`config.mk`:
```
export PLATFORM = sky130hd
export DESIGN_NAME = crs_front
export DESIGN_NICKNAME = d
export VERILOG_FILES = /design/src/hdl/crs_pkg.sv /design/src/hdl/crs_front.sv
export SDC_FILE = /design/constraint.sdc
export NUM_CORES = 2
export LEC_CHECK = 0
export BUFFER_PORTS_ARGS = -buffer_cell sky130_fd_sc_hd__buf_2
export CORE_MARGIN = 10
export CORE_UTILIZATION = 55
export DETAILED_ROUTE_END_ITERATION = 10
export GPL_TIMING_DRIVEN = 0
export PLACE_DENSITY = 0.82
export SKIP_CTS_REPAIR_TIMING = 1
export SLEW_MARGIN = 20
export SYNTH_ARGS = -nofsm -noshare
export SYNTH_HDL_FRONTEND = slang
export SYNTH_SLANG_ARGS = --single-unit
```
`constraint.sdc`:
```
create_clock -name clk -period 8.03 [get_ports clk]
set_input_delay 0 -clock clk [delete_from_list [all_inputs] [get_ports clk]]
set_output_delay 0 -clock clk [all_outputs]
set_load 0.05 [all_outputs]
```
`src/hdl/crs_pkg.sv`:
```
// shared constants for the catmull-rom spline evaluator
// no dependencies
package crs_pkg;
	localparam int COORD_WIDTH_DEF  = 24;
	localparam int T_FRAC_BITS_DEF  = 16;
	localparam int MAX_SEGMENTS_DEF = 63;
	localparam int SEG_CNT_W        = 6;
	localparam logic [SEG_CNT_W-1:0] SEG_CNT_RESET = 6'd16;
	// coefficient growth over a coordinate: c spans twelve times a point
	localparam int COEF_GROWTH      = 4;
endpackage

```
`src/hdl/crs_front.sv`:
```
// front end: takes control points, keeps the history, builds segment coefficients
// depends on crs_pkg
module crs_front import crs_pkg::*; #(
	parameter int COORD_WIDTH = COORD_WIDTH_DEF
) (
	input  logic                          clk,
	input  logic                          arst_n,
	input  logic                          in_valid,
	output logic                          in_ready,
	input  logic                          new_curve,
	input  logic signed [COORD_WIDTH-1:0] x_coord,
	input  logic signed [COORD_WIDTH-1:0] y_coord,
	input  logic signed [COORD_WIDTH-1:0] z_coord,
	output logic                          job_valid,
	input  logic                          job_ready,
	output logic [12*(COORD_WIDTH+COEF_GROWTH)-1:0] job_data
);
	localparam int W  = COORD_WIDTH;
	localparam int CW = COORD_WIDTH + COEF_GROWTH;

	logic [1:0]     held_q;
	logic [1:0]     held_eff;
	logic [3*W-1:0] hist_q [3];
	logic [3*W-1:0] np;
	logic           accept;

	assign np       = {x_coord, y_coord, z_coord};
	assign held_eff = new_curve ? 2'd0 : held_q;
	assign in_ready = job_ready;
	assign accept   = in_valid && in_ready;
	assign job_valid = accept && (held_eff == 2'd3);

	always_comb begin
		logic signed [CW-1:0] p0, p1, p2, p3;
		job_data = '0;
		for (int k = 0; k < 3; k++) begin
			p0 = CW'($signed(hist_q[0][k*W +: W]));
			p1 = CW'($signed(hist_q[1][k*W +: W]));
			p2 = CW'($signed(hist_q[2][k*W +: W]));
			p3 = CW'($signed(np[k*W +: W]));
			job_data[k*4*CW + 3*CW +: CW] = p1 <<< 1;
			job_data[k*4*CW + 2*CW +: CW] = p2 - p0;
			job_data[k*4*CW + CW +: CW]   = (p0 <<< 1) - ((p1 <<< 2) + p1) + (p2 <<< 2) - p3;
			job_data[k*4*CW +: CW]        = (p1 <<< 1) + p1 - (p2 <<< 1) - p2 + p3 - p0;
		end
	end

	always_ff @(posedge clk or negedge arst_n) begin
		if (!arst_n) begin
			held_q <= 2'd0;
		end else if (accept) begin
			if (held_eff != 2'd3) begin
				held_q <= held_eff + 2'd1;
			end
		end
	end

	always_ff @(posedge clk) begin
		if (accept) begin
			if (held_eff != 2'd3) begin
				hist_q[held_eff] <= np;
			end else begin
				hist_q[0] <= hist_q[1];
				hist_q[1] <= hist_q[2];
				hist_q[2] <= np;
			end
		end
	end
endmodule

```
Word level (Yosys, flattened, before mapping)
Memories as Yosys holds them, arrays and structs flattened. Cells that the tools add are included.

Flip-flop bits (word level): 2. Memory bits (writable): 216. Input bits: 77. Output and inout bits: 338. Memories: 1.

Add/subtract/negate cells: 31. Equality and inequality tests: 2. Muxes and demuxes: 10. Reduce and logical (&&, ||, !) cells: 4.

Memory list: hist_q (depth 3, bits a word 72, read ports 3, clocked after Yosys merged registers in 0, wr ports 3, line crs_front.sv:23) `logic [3*W-1:0] hist_q [3];`.

Operators by type and width (count): $sub A28 B24 Y28 (6); $add A28 B24 Y28 (3); $add A28 B26 Y28 (3); $sub A25 B27 Y28 (3); $sub A27 B24 Y28 (3); $add A26 B24 Y27 (3); $sub A26 B25 Y27 (3); $add A25 B24 Y26 (3); $sub A24 B24 Y25 (3); $mux W72 (1); $reduce_or A72 Y1 (1); $mux W1 (7); $mux W2 (2); $add A2 B1 Y2 const B (1); $eq A2 B2 Y1 const B (1); $logic_and A1 B1 Y1 (2); $ne A2 B2 Y1 const B (1); $reduce_and A2 Y1 (1).

Longest topological paths before layout
Word-level depth: 7. Depth in mapped cells: 18.

Worst setup path before layout
OpenSTA, ideal clock, no wires.

Kind: reg-to-output. From: memory hist_q[1][61] (netlist name). To: output job_data[277]. Data arrival time: 5624 ps. Slack: 2406 ps. Cell stages (with the launch flop): 17. Path buffers: 0. Cells stage by stage: edfxtp_1 -> inv_1 -> fa_1 -> fa_1 -> inv_1 -> fa_1 -> inv_1 -> ha_1 -> and4_1 -> nand4_1 -> o21ai_0 -> o21ba_2 -> a21oi_1 -> o211ai_1 -> nand2_1 -> a21oi_1 -> o311ai_0.

RTL lines: start, declared (line crs_front.sv:23); end, declared (line crs_front.sv:16) `output logic [12*(COORD_WIDTH+COEF_GROWTH)-1:0] job_data`.

==> impl_metrics.ini <==
[synthesis]
ys_async_sr_fraction = 0.00917
netlist_area_mm2 = 0.0322
avgSynthCellArea_um2 = 9.68
ys_types = 79
yosysSeqAreaShare = 0.203
synth_seq_cells = 218
syn_inst = 3327
synth_warnings = 0
synth-edff-count = 216
ys.flop_type = edfxtp_1

[timing]
max_freq_ghz = 0.162
drv_slew = 0
fin_crit_sh = 0.768
tightest_slew_ns = 0.980
rsz0062_at_grt = no
hold_viol = 0
fin_tns_setup_ns = 0
relSlewSlack = 0.346
setup_viol = 0
min_period_ns = 6.17
clock_skew_ns = 0.0161

[layout]
final_nets = 4702
syn_to_final_growth_pct = 15.1
drive_above_1_share = 0.130
fin_util = 0.641

[global_route]
grt_overflow = 0
grt_max_degree = 25
grt_pass1_vias = 26144
grt_pass1_wl_um = 139000
grtUsageTotal = 0.257
antenna_found_initial = 4

[min_path]
hp-class = in2reg
min_to = held_q[0]
whs_path_depth = 5
hp-start = in_valid

[cts]
cts_tree = yes
clock_latency_ns = 0.56
cts_sinks = 218
cts-buffers-inserted = 27
max-clock-path-buffers = 3
htreeDepth = 1
clk_pin_slew_ns = 0.06
cts-root-buf = clkbuf_16

[critical_path]
worst_ep_arrival_time_ns = 6.17
r2r-start = held_q[0]
ff2ff_path_depth = 7
critical_path.max_fanout = 4
crit_required_ns = 8.03
critPathLaunchType = flop
end_kind = output pin
r2r_end = hist_q[0][31]
path_class = reg2out
reg2reg_slack_ns = 4.57

[placed_design]
port_buffers = 411
dp_hpwl_um = 74700
gp_congestion = 0.925

[drt]
ant_nets = 0
vias_per_cell = 5.51
first_pass_iters = 5
drt-initial-drc-count = 1849
wl_per_cell_um = 19.2
vias = 25565
drc = 0
routed_wl_um = 89200

[flow_run]
max-cap-violations = 0

[floorplanning]
die_w_um = 262
die_height_um = 262
num_io_pins = 415
rows = 88
start_util = 0.557
core_area_mm2 = 0.0578
die_area_mm2 = 0.0686

[run_status]
status = finished, final reports clean
==> area by class of cell <==
| cell class | count | area [µm²] |
|---|---|---|
| Inverter | 876 | 3290 |
| Clock inverter | 13 | 164 |
| Tap cell | 765 | 957 |
| Fill cell | 4574 | 20700 |
| Buffer | 67 | 343 |
| Sequential cell | 218 | 6540 |
| Timing Repair Buffer | 495 | 3000 |
| Antenna cell | 8 | 20.0 |
| Multi-Input combinational cell | 2168 | 22100 |
| Clock buffer | 31 | 691 |
==> flip-flops by register name, indices dropped and copies added, names as in the netlist <==
signal	cells
held_q	2
hist_q	216
==> cell usage in the layout (no fill, tap or decap), types with 7 or more instances in the layout <==
cell	instances
buf_2	411
o21ai_0	213
and3_1	20
a31oi_1	24
o21a_1	29
nor2_1	126
a21oi_1	163
nor4_1	7
diode_2	8
nand2b_1	24
fa_1	513
nor3_1	30
a21o_1	104
buf_4	22
nand4_1	17
inv_1	876
xnor2_1	144
clkbuf_1	45
a311oi_1	7
dlygate4sd3_1	75
and2_1	13
o21bai_1	21
clkbuf_16	27
nor2b_1	35
edfxtp_1	216
nand2_1	153
o211ai_1	18
o21ai_1	10
a211oi_1	20
and4_1	9
nand3_1	38
a211o_1	7
buf_12	7
ha_1	259
xor2_1	54
==> per-layer routing <==
layer  up-vias  wire length [µm]  part of all wire  GRT usage
met4         2              3740             0.042     0.0990
met1     12645             34700              0.39      0.325
met5         -                 9           0.00010          0
met3       194              7500             0.084     0.0553
met2       979             43200              0.48      0.430
li1      11745                 -                 -          -
==> stage by stage <==
| stage | hold slack, ns | setup slack, ns | area (µm²) | instances |
|---|---|---|---|---|
| after floorplan | -0.296 | 2.41 | 32200 | 3329 |
| after global placement | -0.213 | 1.41 | 35200 | 4505 |
| after detailed placement | -0.212 | 2.50 | 35400 | 4514 |
| after CTS | -0.810 | 1.90 | 36300 | 4558 |
| after global routing | 0.109 | 1.63 | 37100 | 4634 |
| final | 0.0912 | 1.86 | 37100 | 4641 |
==> synthesized netlist by cell type (30+ instances only) <==
cell / number / share of area
nand3_1: 38 / 0.0059
o21ai_0: 213 / 0.033
a21o_1: 104 / 0.024
edfxtp_1: 216 / 0.20
clkbuf_1: 42 / 0.0049
ha_1: 259 / 0.10
xnor2_1: 144 / 0.039
a21oi_1: 163 / 0.025
inv_1: 876 / 0.10
nor3_1: 30 / 0.0047
nand2_1: 153 / 0.018
fa_1: 513 / 0.32
nor2_1: 129 / 0.015
nor2b_1: 35 / 0.0068
xor2_1: 54 / 0.015
==> cell families (layout without fill, tap and decap cells) <==
kind of cell | count (synthesis) | in the layout | share of synthesized area
buffers and inverters | 943 | 1482 | 0.113
other | 1 | 11 | 0.000116
AOI/OAI and AO/OA | 697 | 697 | 0.137
adders and majority gates | 772 | 772 | 0.420
muxes | 2 | 2 | 0.000660
DFF | 218 | 218 | 0.203
xor gates and xnor gates | 198 | 198 | 0.0539
and+or+nand+nor | 496 | 496 | 0.0731
==> worst max path at each step <==
stage / from / end / slack [ns] / cells after the start
after global placement: held_q[0] / hist_q[1][37] / 1.41 / 5
after detailed placement: hist_q[2][49] / job_data[249] / 2.50 / 17
after CTS: hist_q[2][49] / job_data[249] / 1.90 / 17
final: hist_q[2][49] / job_data[249] / 1.86 / 17
after floorplan: hist_q[1][61] / job_data[277] / 2.41 / 16
after global routing: hist_q[2][49] / job_data[249] / 1.63 / 17
==> critical path, stage by stage (launching register included) <==
cell,delay [ns]
edfxtp_1,0.44
inv_1,0.24
fa_1,0.49
fa_1,0.50
inv_1,0.05
fa_1,0.47
inv_1,0.06
fa_1,0.40
a21oi_1,0.18
nor2b_1,0.09
a41oi_1,0.36
a41oi_1,0.38
a221o_1,0.46
a211oi_1,0.36
a21oi_1,0.27
a2111o_1,0.46
o211ai_1,0.10
buf_2,0.30
Power is not shown: default switching activity piles up to over one toggle a cycle in this logic, so the estimate is an artifact.
