<file path="config.mk">
export PLATFORM = sky130hd
export DESIGN_NAME = crs_queue
export DESIGN_NICKNAME = d
export VERILOG_FILES = /design/src/hdl/crs_pkg.sv /design/src/hdl/crs_queue.sv
export SDC_FILE = /design/constraint.sdc
export NUM_CORES = 1
export LEC_CHECK = 0
export BUFFER_PORTS_ARGS = -buffer_cell sky130_fd_sc_hd__buf_2
export CORE_AREA = 8 8 260 262
export DETAILED_ROUTE_END_ITERATION = 8
export DIE_AREA = 0 0 268 270
export GPL_TIMING_DRIVEN = 0
export PLACE_DENSITY = 0.73
export SLEW_MARGIN = 20
export SYNTH_ARGS = -nofsm -noshare
export SYNTH_HDL_FRONTEND = slang
export SYNTH_SLANG_ARGS = --single-unit
</file>
<file path="constraint.sdc">
create_clock -name clk -period 16.55 [get_ports clk]
set_clock_uncertainty 0.05 [all_clocks]
set_input_delay 4.1375 -clock clk [delete_from_list [all_inputs] [get_ports clk]]
set_output_delay 4.1375 -clock clk [all_outputs]
set_load 0.03 [all_outputs]
</file>
<file path="src/hdl/crs_pkg.sv">
// shared constants for the catmull-rom spline evaluator
// no dependencies
package crs_pkg;
	localparam int COORD_WIDTH_DEF  = 24;
	localparam int T_FRAC_BITS_DEF  = 16;
	localparam int MAX_SEGMENTS_DEF = 63;
	localparam int SEG_CNT_W        = 6;
	localparam logic [SEG_CNT_W-1:0] SEG_CNT_RESET = 6'd16;
	// coefficient growth over a coordinate: c spans twelve times a point
	localparam int COEF_GROWTH      = 4;
endpackage

</file>
<file path="src/hdl/crs_queue.sv">
// two-entry job queue between front and back
// depends on crs_pkg
module crs_queue import crs_pkg::*; #(
	parameter int DATA_W = 12*(COORD_WIDTH_DEF+COEF_GROWTH)
) (
	input  logic              clk,
	input  logic              arst_n,
	input  logic              wr_valid,
	output logic              wr_ready,
	input  logic [DATA_W-1:0] wr_data,
	output logic              rd_valid,
	input  logic              rd_ready,
	output logic [DATA_W-1:0] rd_data
);
	logic [DATA_W-1:0] mem_q [2];
	logic              wptr_q, rptr_q;
	logic [1:0]        cnt_q;
	logic              push, pop;

	assign wr_ready = (cnt_q != 2'd2);
	assign rd_valid = (cnt_q != 2'd0);
	assign rd_data  = mem_q[rptr_q];
	assign push     = wr_valid && wr_ready;
	assign pop      = rd_valid && rd_ready;

	always_ff @(posedge clk or negedge arst_n) begin
		if (!arst_n) begin
			wptr_q <= 1'b0;
			rptr_q <= 1'b0;
			cnt_q  <= 2'd0;
		end else begin
			if (push) wptr_q <= ~wptr_q;
			if (pop)  rptr_q <= ~rptr_q;
			cnt_q <= cnt_q + {1'b0, push} - {1'b0, pop};
		end
	end

	always_ff @(posedge clk) begin
		if (push) begin
			mem_q[wptr_q] <= wr_data;
		end
	end
endmodule

</file>
Word-level counts from Yosys, hierarchy flattened:

Memory sizes are Yosys's and may differ from the RTL's.
Cells that the tools add are included.

* memories kept: 1
* output and inout bits: 338
* word-level logic and storage cells: 14
* bits of input ports: 340
* bits in writable memories: 672
* bits in registers: 4

Memory list
* mem_q: depth 2, bits a word 336, rd ports 1, clocked after memory_dff 0, wr ports 1, RTL line crs_queue.sv:15 `logic [DATA_W-1:0] mem_q [2];`

* eq/ne operators: 1
* reductions and logical operators: 3
* muxes and demuxes: 2
* $add $sub $neg: 2
* bitwise logic cells: 2

Operator list (number)
* adder 2 x 1 -> 2 bit: 1
* logical AND 1 bit: 2
* two-way mux 1 bit: 2
* inequality test 2 bit (second input constant): 1
* inverter 1 bit: 2
* nonzero test 2 bit: 1
* subtractor 2 x 1 -> 2 bit: 1

Longest topological paths before layout:

Gate-level depths: netlist of the first run.

* depth after elaboration: 4
* mapped depth: 7
* gate-level depth less buffers: 7

Least setup slack after synthesis of the first run:

No wires, ideal clock.

* path kind: input -> register
* start: input wr_valid
* end: memory mem_q[0][0] in the netlist's numbering, enable pin
* path buffers: 0
* arrival: 18.147 ns
* stages: 2
* slack: -2.689 ns
* data required time: 15.458 ns
* setup time: 1.042 ns
* cell sequence: nand2_1 nor2_1

* longest elaborated chain between the ends: 3

Ends and longest elaborated chain
* from (decl): RTL line crs_queue.sv:8 `input logic wr_valid,`
* logical AND 1 bit: RTL line crs_queue.sv:23 `assign push = wr_valid && wr_ready;`
* two-way mux 1 bit: RTL line crs_queue.sv:39 `if (push) begin`
* two-way mux 1 bit (implied by the code): RTL line crs_queue.sv:40 `mem_q[wptr_q] <= wr_data;`
* to (decl): RTL line crs_queue.sv:15

Every way passes these cells.

Worst setup path in the final report of the first run:

* start: register rptr_q
* end: output rd_data[326]

* longest elaborated chain between the ends: 1

Ends and longest elaborated chain
* from (decl): RTL line crs_queue.sv:16 `logic wptr_q, rptr_q;`
* from (signal assigned): RTL line crs_queue.sv:33 `if (pop) rptr_q <= ~rptr_q;`
* memory (2 x 336 bit)
* to (decl): RTL line crs_queue.sv:13 `output logic [DATA_W-1:0] rd_data`

Every way passes these cells.

==> parameters.txt, run 1 <==
Parameter                              Value

Route
  Routed via count divided by cell count    4.72
  Post-route DRC violation count    0
  First DRT Iteration DRCs    785
  Number of nets still failing antenna checks after routing    0
  First-pass detailed-route iteration total    5
  Wire length reported by the detailed router    61800 um
  Wirelength per Cell    22.3 um
  Vias    13058

GRT
  Initial antenna violation count    26
  Via count of the first global-routing pass    14036
  Overflow after GRT    0
  Overall Global Routing Usage    16.3%
  Largest net degree at the start of global routing    54
  Global-route wire length before repair    88100 um

Clock tree
  Number of clock sinks    676
  Clock root buffer    sky130_fd_sc_hd__clkbuf_16
  Worst-path clk slew    0.05 ns
  Number of H-tree levels    3
  Post-CTS repair timing setup buffer count    0
  Number of buffers created by CTS    72
  CTS Hold Bufs    0
  Post-CTS resize count    0
  Worst-skew pair later-pin latency    0.58 ns
  Buffer depth of the longest clock path    3
  TritonCTS clock tree    built

Worst setup path
  Critical path's largest stage delay    0.42 ns
  CP Max Fanout    10
  Buffers plus inverters on the worst setup path    4
  CP required    12.36 ns
  CP max-delay cell    sky130_fd_sc_hd__mux2_2
  Cell Chain, Critical Path    buf_6 > buf_6 > buf_6 > mux2_2 > buf_2
  Arrival @ worst endpoint    2.21 ns
  Type of the setup path with the least slack    flip-flop to primary output
  Dominant delay contributor by cell family on the critical path    buffers and inverters
  Critical Path Sink Type    primary output
  Critical Path Start Type    flip-flop
  Most frequent cell on the critical path    sky130_fd_sc_hd__buf_6

Final layout
  Final nets    2177
  Fraction of layout instances using a drive strength above 1    61.8%
  Total area of multi-input combinational cells    4080 um^2
  Sequential Area    20300 um^2
  Area growth from synthesis to final layout    29.4%
  Count of placed standard cells in the final layout, fillers left out    2766
  Fillers    5079

STA
  Worst slew margin relative to its limit    48.2%
  Final period util    38.6%
  Worst-margin pin slew    0.776 ns
  Max Transition Viols Final    0
  Total negative slack    0 ns
  Final setup margin    10.16 ns
  Setup repair after global routing missed its margin    no
  Final count of hold timing violations    0
  Min Tclk post-route    6.39 ns
  Fmax    156 MHz
  Final count of negative-setup-slack endpoints    0

Floorplan
  Die span in x    268 um
  Die span in y    270 um
  Cell row count    93
  Floorplan core area    63600 um^2
  Effective utilization at floorplan    38.9%
  Top-Level Pins    678
  Floorplan die area    72400 um^2

Synthesis
  Number of enable flip-flop cells after synthesis    672
  Synth cell types    16
  Most common cell in the netlist    sky130_fd_sc_hd__edfxtp_1
  Synth cell count leaders    sky130_fd_sc_hd__edfxtp_1 (672), sky130_fd_sc_hd__mux2_2 (272), sky130_fd_sc_hd__mux2_4 (50)
  Async set-or-reset flop fraction in the synthesized netlist    0.592%
  Number of synthesized register bits    676
  Gate Count Post-Synth    1063
  Post-synthesis sequential area ratio    81.9%
  Main area contributors after synthesis    sky130_fd_sc_hd__edfxtp_1 (81%), sky130_fd_sc_hd__mux2_2 (12%), sky130_fd_sc_hd__mux2_4 (3.0%)
  Synthesized area    24800 um^2
  Top-area cell type share of the netlist area    81.5%
  Post-synthesis area per instance    23.3 um^2
  Post-synthesis net count    1405
  Post-synth top area cell    sky130_fd_sc_hd__edfxtp_1
  Main synth FF type    sky130_fd_sc_hd__edfxtp_1
  Warning count from the yosys run    0

Min path
  Worst hold path type    flip-flop to flip-flop

Placed design
  Weighted congestion reported at the end of routability-driven placement    0.840
  Worst-case setup slack after placement    10.24 ns
  Buffers on Ports    677
  HPWL after detailed placement    45600 um
  Cell count after placement    2616

Outcome
  Result of the run    finished, final reports clean

Power
  Maximum resistive drop on vdd    0.000139 V
  Leak Pwr    12.1 nW
  P per Cell Area    200 nW/um^2

Run
  Max-Cap Viols    0
per-layer routing:
| layer | vias up | wire length [um] | global-route usage (%) |
|---|---|---|---|
| met5 | - | 40 | 0 |
| met4 | 6 | 2320 | 8.17 |
| met3 | 127 | 4640 | 4.56 |
| met2 | 522 | 32800 | 28.9 |
| met1 | 6558 | 21900 | 17.6 |
| li1 | 5845 | - | - |
through the flow:
step / instance area, um^2 / power (mW) / utilization (%) / hold slack (ns)
floorplan: 24800 / 4.25 / - / 0.429
global placement: 29200 / 5.04 / 45.9 / 0.443
detailed placement: 29700 / 4.94 / 46.7 / 0.463
CTS: 32000 / 6.48 / 50.3 / 0.476
global route: 32100 / 6.64 / 50.4 / 0.510
finish: 32100 / 6.40 / 50.4 / 0.470
logic make-up after synthesis:
logic type | after synthesis | synth area share (%)
flops | 676 | 81.9
mux | 336 | 16.0
buf+inv | 39 | 1.74
simple gates | 6 | 0.131
xor+xnor | 4 | 0.141
fa+ha+maj | 2 | 0.101
power breakdown:
part / internal [mW] / total (mW) / switching (mW)
Combinational: 0.866 / 2.46 / 1.60
Sequential: 2.33 / 2.41 / 0.0798
Clock: 0.874 / 1.52 / 0.649
registers in the layout, summed over array words and instances, names as in the netlist:
signal,count
wptr_q,1
cnt_q,2
rptr_q,1
mem_q,672
layout make-up:
cell class | instances | area share [%]
clock buffers | 88 | 5.94
plain buffers | 38 | 1.33
flip-flops and latches | 676 | 63.3
diodes | 22 | 0.172
repair buffers | 698 | 12.1
inverters | 1 | 0.0117
clock inverters | 40 | 1.09
well taps | 855 | 3.34
multi-input cells | 348 | 12.7
layout by cell type, fill, tap and decap left out, types with 2 or more instances in the layout:
cell,count
sky130_fd_sc_hd__edfxtp_1,672
sky130_fd_sc_hd__bufinv_16,3
sky130_fd_sc_hd__diode_2,22
sky130_fd_sc_hd__clkinv_1,8
sky130_fd_sc_hd__mux2_2,272
sky130_fd_sc_hd__clkinv_2,18
sky130_fd_sc_hd__xnor2_1,3
sky130_fd_sc_hd__buf_12,10
sky130_fd_sc_hd__buf_6,38
sky130_fd_sc_hd__clkbuf_16,74
sky130_fd_sc_hd__clkinvlp_4,4
sky130_fd_sc_hd__clkbuf_1,14
sky130_fd_sc_hd__clkinv_8,2
sky130_fd_sc_hd__mux2_4,50
sky130_fd_sc_hd__buf_16,11
sky130_fd_sc_hd__inv_6,2
sky130_fd_sc_hd__ha_1,2
sky130_fd_sc_hd__buf_2,677
sky130_fd_sc_hd__dfrtp_1,4
sky130_fd_sc_hd__mux2_1,14
final timing paths:
path                       slack (ns)          startpoint  depth (start not counted)                     end
setup / recovery                10.16  rptr_q$_DFFE_PN0P_                          5            rd_data[326]
max in group asynchronous       13.02              arst_n                          1      rptr_q$_DFFE_PN0P_
hold reg to reg                  0.47  cnt_q[0]$_DFF_PN0_                          1      cnt_q[0]$_DFF_PN0_
setup reg to reg                13.90  cnt_q[1]$_DFF_PN0_                          7  mem_q[0][85]$_DFFE_PP_
min in group asynchronous        3.31              arst_n                          1      wptr_q$_DFFE_PN0N_
hold / removal                   0.47  cnt_q[0]$_DFF_PN0_                          1      cnt_q[0]$_DFF_PN0_
(Power assumes the default switching activity.)
==> inputs of run 2 (changes only) <==
==> constraint.sdc (replaced) <==
create_clock -name clk -period 5.4 [get_ports clk]
set_clock_uncertainty 0.05 [all_clocks]
set_input_delay 1.35 -clock clk [delete_from_list [all_inputs] [get_ports clk]]
set_output_delay 1.35 -clock clk [all_outputs]
set_load 0.03 [all_outputs]
==> run 2 against run 1 <==
  * Utilization about the same
  * Non-clock buffer count down 1
  * Hold slack lost 0.0048 ns
==> parameters.txt, run 2 (synthesized netlist as in run 1, its figures left out) <==
Parameter                              Value

Outcome
  Result of the run    finished, final reports clean

Power
  Maximum resistive drop on vdd    0.000484 V
  P per Cell Area    612 nW/um^2
  Clock network fraction of total power    23.8%
  Internal power consumption    12.5 mW
  Proportion of power drawn by combinational gates    38.5%
  Register share of total power    37.7%
  Leak Pwr    12.1 nW
  Net switching power    7.13 mW
  Sw frac    36.4%

STA
  Total negative slack    0 ns
  Max Transition Viols Final    0
  Final count of hold timing violations    0
  Setup repair after global routing missed its margin    no
  Min Tclk post-route    3.52 ns
  Final period util    65.2%
  Final setup margin    1.88 ns
  Worst slew margin relative to its limit    48.7%
  Fmax    284 MHz
  Worst-margin pin slew    0.767 ns
  Final count of negative-setup-slack endpoints    0

Run
  Max-Cap Viols    0

Final layout
  Leading cell types in the layout, fill and taps excluded    sky130_fd_sc_hd__buf_2 (677), sky130_fd_sc_hd__edfxtp_1 (672), sky130_fd_sc_hd__mux2_2 (272)
  Post-route design area    32000 um^2
  Area growth from synthesis to final layout    29.3%
  Register with the most flip-flops    mem_q
  Final nets    2175
  Max FFs per register    672
  Most common cell after layout, fill and taps aside    sky130_fd_sc_hd__buf_2
  Fraction of layout instances using a drive strength above 1    61.3%
  Count of placed standard cells in the final layout, fillers left out    2770
  Largest registers    mem_q (672), cnt_q (2)

GRT
  Via count of the first global-routing pass    14293
  Overall Global Routing Usage    16.5%
  Global-route wire length before repair    89200 um
  Overflow after GRT    0
  Largest net degree at the start of global routing    56
  Initial antenna violation count    26

Worst setup path
  Critical Path Sink Type    primary output
  CP max-delay cell    sky130_fd_sc_hd__mux2_2
  Critical path's largest stage delay    0.40 ns
  Dominant delay contributor by cell family on the critical path    buffers and inverters
  Critical Path Start Type    flip-flop
  Most frequent cell on the critical path    sky130_fd_sc_hd__buf_6
  CP Max Fanout    10
  Arrival @ worst endpoint    2.12 ns
  CP required    4.00 ns
  Cell Chain, Critical Path    buf_6 > buf_6 > buf_6 > mux2_2 > buf_2
  Buffers plus inverters on the worst setup path    4
  Type of the setup path with the least slack    flip-flop to primary output

Placed design
  Weighted congestion reported at the end of routability-driven placement    0.868
  Total placed instance area    29700 um^2
  Cell count after placement    2615
  Worst-case setup slack after placement    1.67 ns
  HPWL after detailed placement    47000 um
  Buffers on Ports    677

Floorplan
  Die span in x    268 um
  Top-Level Pins    678
  Cell row count    93
  Floorplan die area    72400 um^2
  Floorplan core area    63600 um^2
  Effective utilization at floorplan    38.9%
  Die span in y    270 um

Clock tree
  CTS Hold Bufs    0
  Buffer depth of the longest clock path    3
  Post-CTS resize count    0
  Number of H-tree levels    3
  Clock root buffer    sky130_fd_sc_hd__clkbuf_16
  Worst-path clk slew    0.06 ns
  Number of clock sinks    676
  Number of buffers created by CTS    71
  Worst-skew pair later-pin latency    0.59 ns
  Post-CTS repair timing setup buffer count    0
  TritonCTS clock tree    built

Route
  First DRT Iteration DRCs    800
  First-pass detailed-route iteration total    5
  Wirelength per Cell    22.6 um
  Number of nets still failing antenna checks after routing    0
  Routed via count divided by cell count    4.75
  Wire length reported by the detailed router    62600 um
  Vias    13149
  Post-route DRC violation count    0

Min path
  Worst hold path type    flip-flop to flip-flop
-- run 2: cell count changes in the layout (fill, tap and decap cells not counted), sizes merged --
cell,change
buf,-1
diode,+3
clkinv,+1
inv,+1
clkinvlp,-4
clkbuf,+4
-- run 2: stage by stage --
stage / utilization (%) / hold WS, ns / power, mW
floorplan: - / 0.433 / 12.8
global placement: 46.0 / 0.450 / 15.1
detailed placement: 46.7 / 0.458 / 15.1
CTS: 50.2 / 0.460 / 19.8
global route: 50.3 / 0.478 / 20.3
finish: 50.3 / 0.465 / 19.6
-- run 2: cell type report --
type,instances,area (um^2)
Clock inverter,38,329
Inverter,1,3.75
Tap cell,855,1070
Timing Repair Buffer,697,3840
Antenna cell,25,62.6
Fill cell,5196,31600
Clock buffer,92,1920
Buffer,38,428
Multi-Input combinational cell,348,4090
Sequential cell,676,20300
-- run 2: path summary, 6_finish.rpt --
| kind | start | end | slack (ns) | cells after the start |
|---|---|---|---|---|
| setup / recovery | rptr_q$_DFFE_PN0P_ | rd_data[107] | 1.88 | 5 |
| hold / removal | cnt_q[0]$_DFF_PN0_ | cnt_q[0]$_DFF_PN0_ | 0.47 | 1 |
| setup reg to reg | cnt_q[1]$_DFF_PN0_ | mem_q[0][146]$_DFFE_PP_ | 2.56 | 8 |
| hold reg to reg | cnt_q[0]$_DFF_PN0_ | cnt_q[0]$_DFF_PN0_ | 0.47 | 1 |
| max in group asynchronous | arst_n | cnt_q[1]$_DFF_PN0_ | 4.66 | 1 |
| min in group asynchronous | arst_n | wptr_q$_DFFE_PN0N_ | 0.51 | 1 |
-- run 2: routing by layer --
metal | vias to the layer above | wire (um) | track usage (%)
li1 | 5846 | - | -
met1 | 6630 | 21700 | 17.1
met2 | 514 | 33300 | 29.5
met3 | 153 | 4990 | 5.10
met4 | 6 | 2640 | 9.04
met5 | - | 34 | 0
-- run 2: power groups by stage --
stage          Sequential (mW)  Combinational (mW)  Clock (mW)
2_1_floorplan             7.66                5.16           0
5_1_grt                   7.49                7.87        4.97
3_3_place_gp              7.82                7.25           0
6_report                  7.40                7.54        4.66
3_5_place_dp              7.51                7.61           0
4_1_cts                   7.41                7.64        4.78
-- run 2: worst reg2reg max path: stages, from the launching register on --
cell                       delay [ns]
sky130_fd_sc_hd__dfrtp_1         0.39
sky130_fd_sc_hd__nand2b_1        0.22
sky130_fd_sc_hd__nand2_8         0.09
sky130_fd_sc_hd__nor2_4          0.61
sky130_fd_sc_hd__buf_12          0.28
sky130_fd_sc_hd__buf_16          0.20
sky130_fd_sc_hd__buf_12          0.21
sky130_fd_sc_hd__buf_12          0.23
sky130_fd_sc_hd__buf_12          0.23
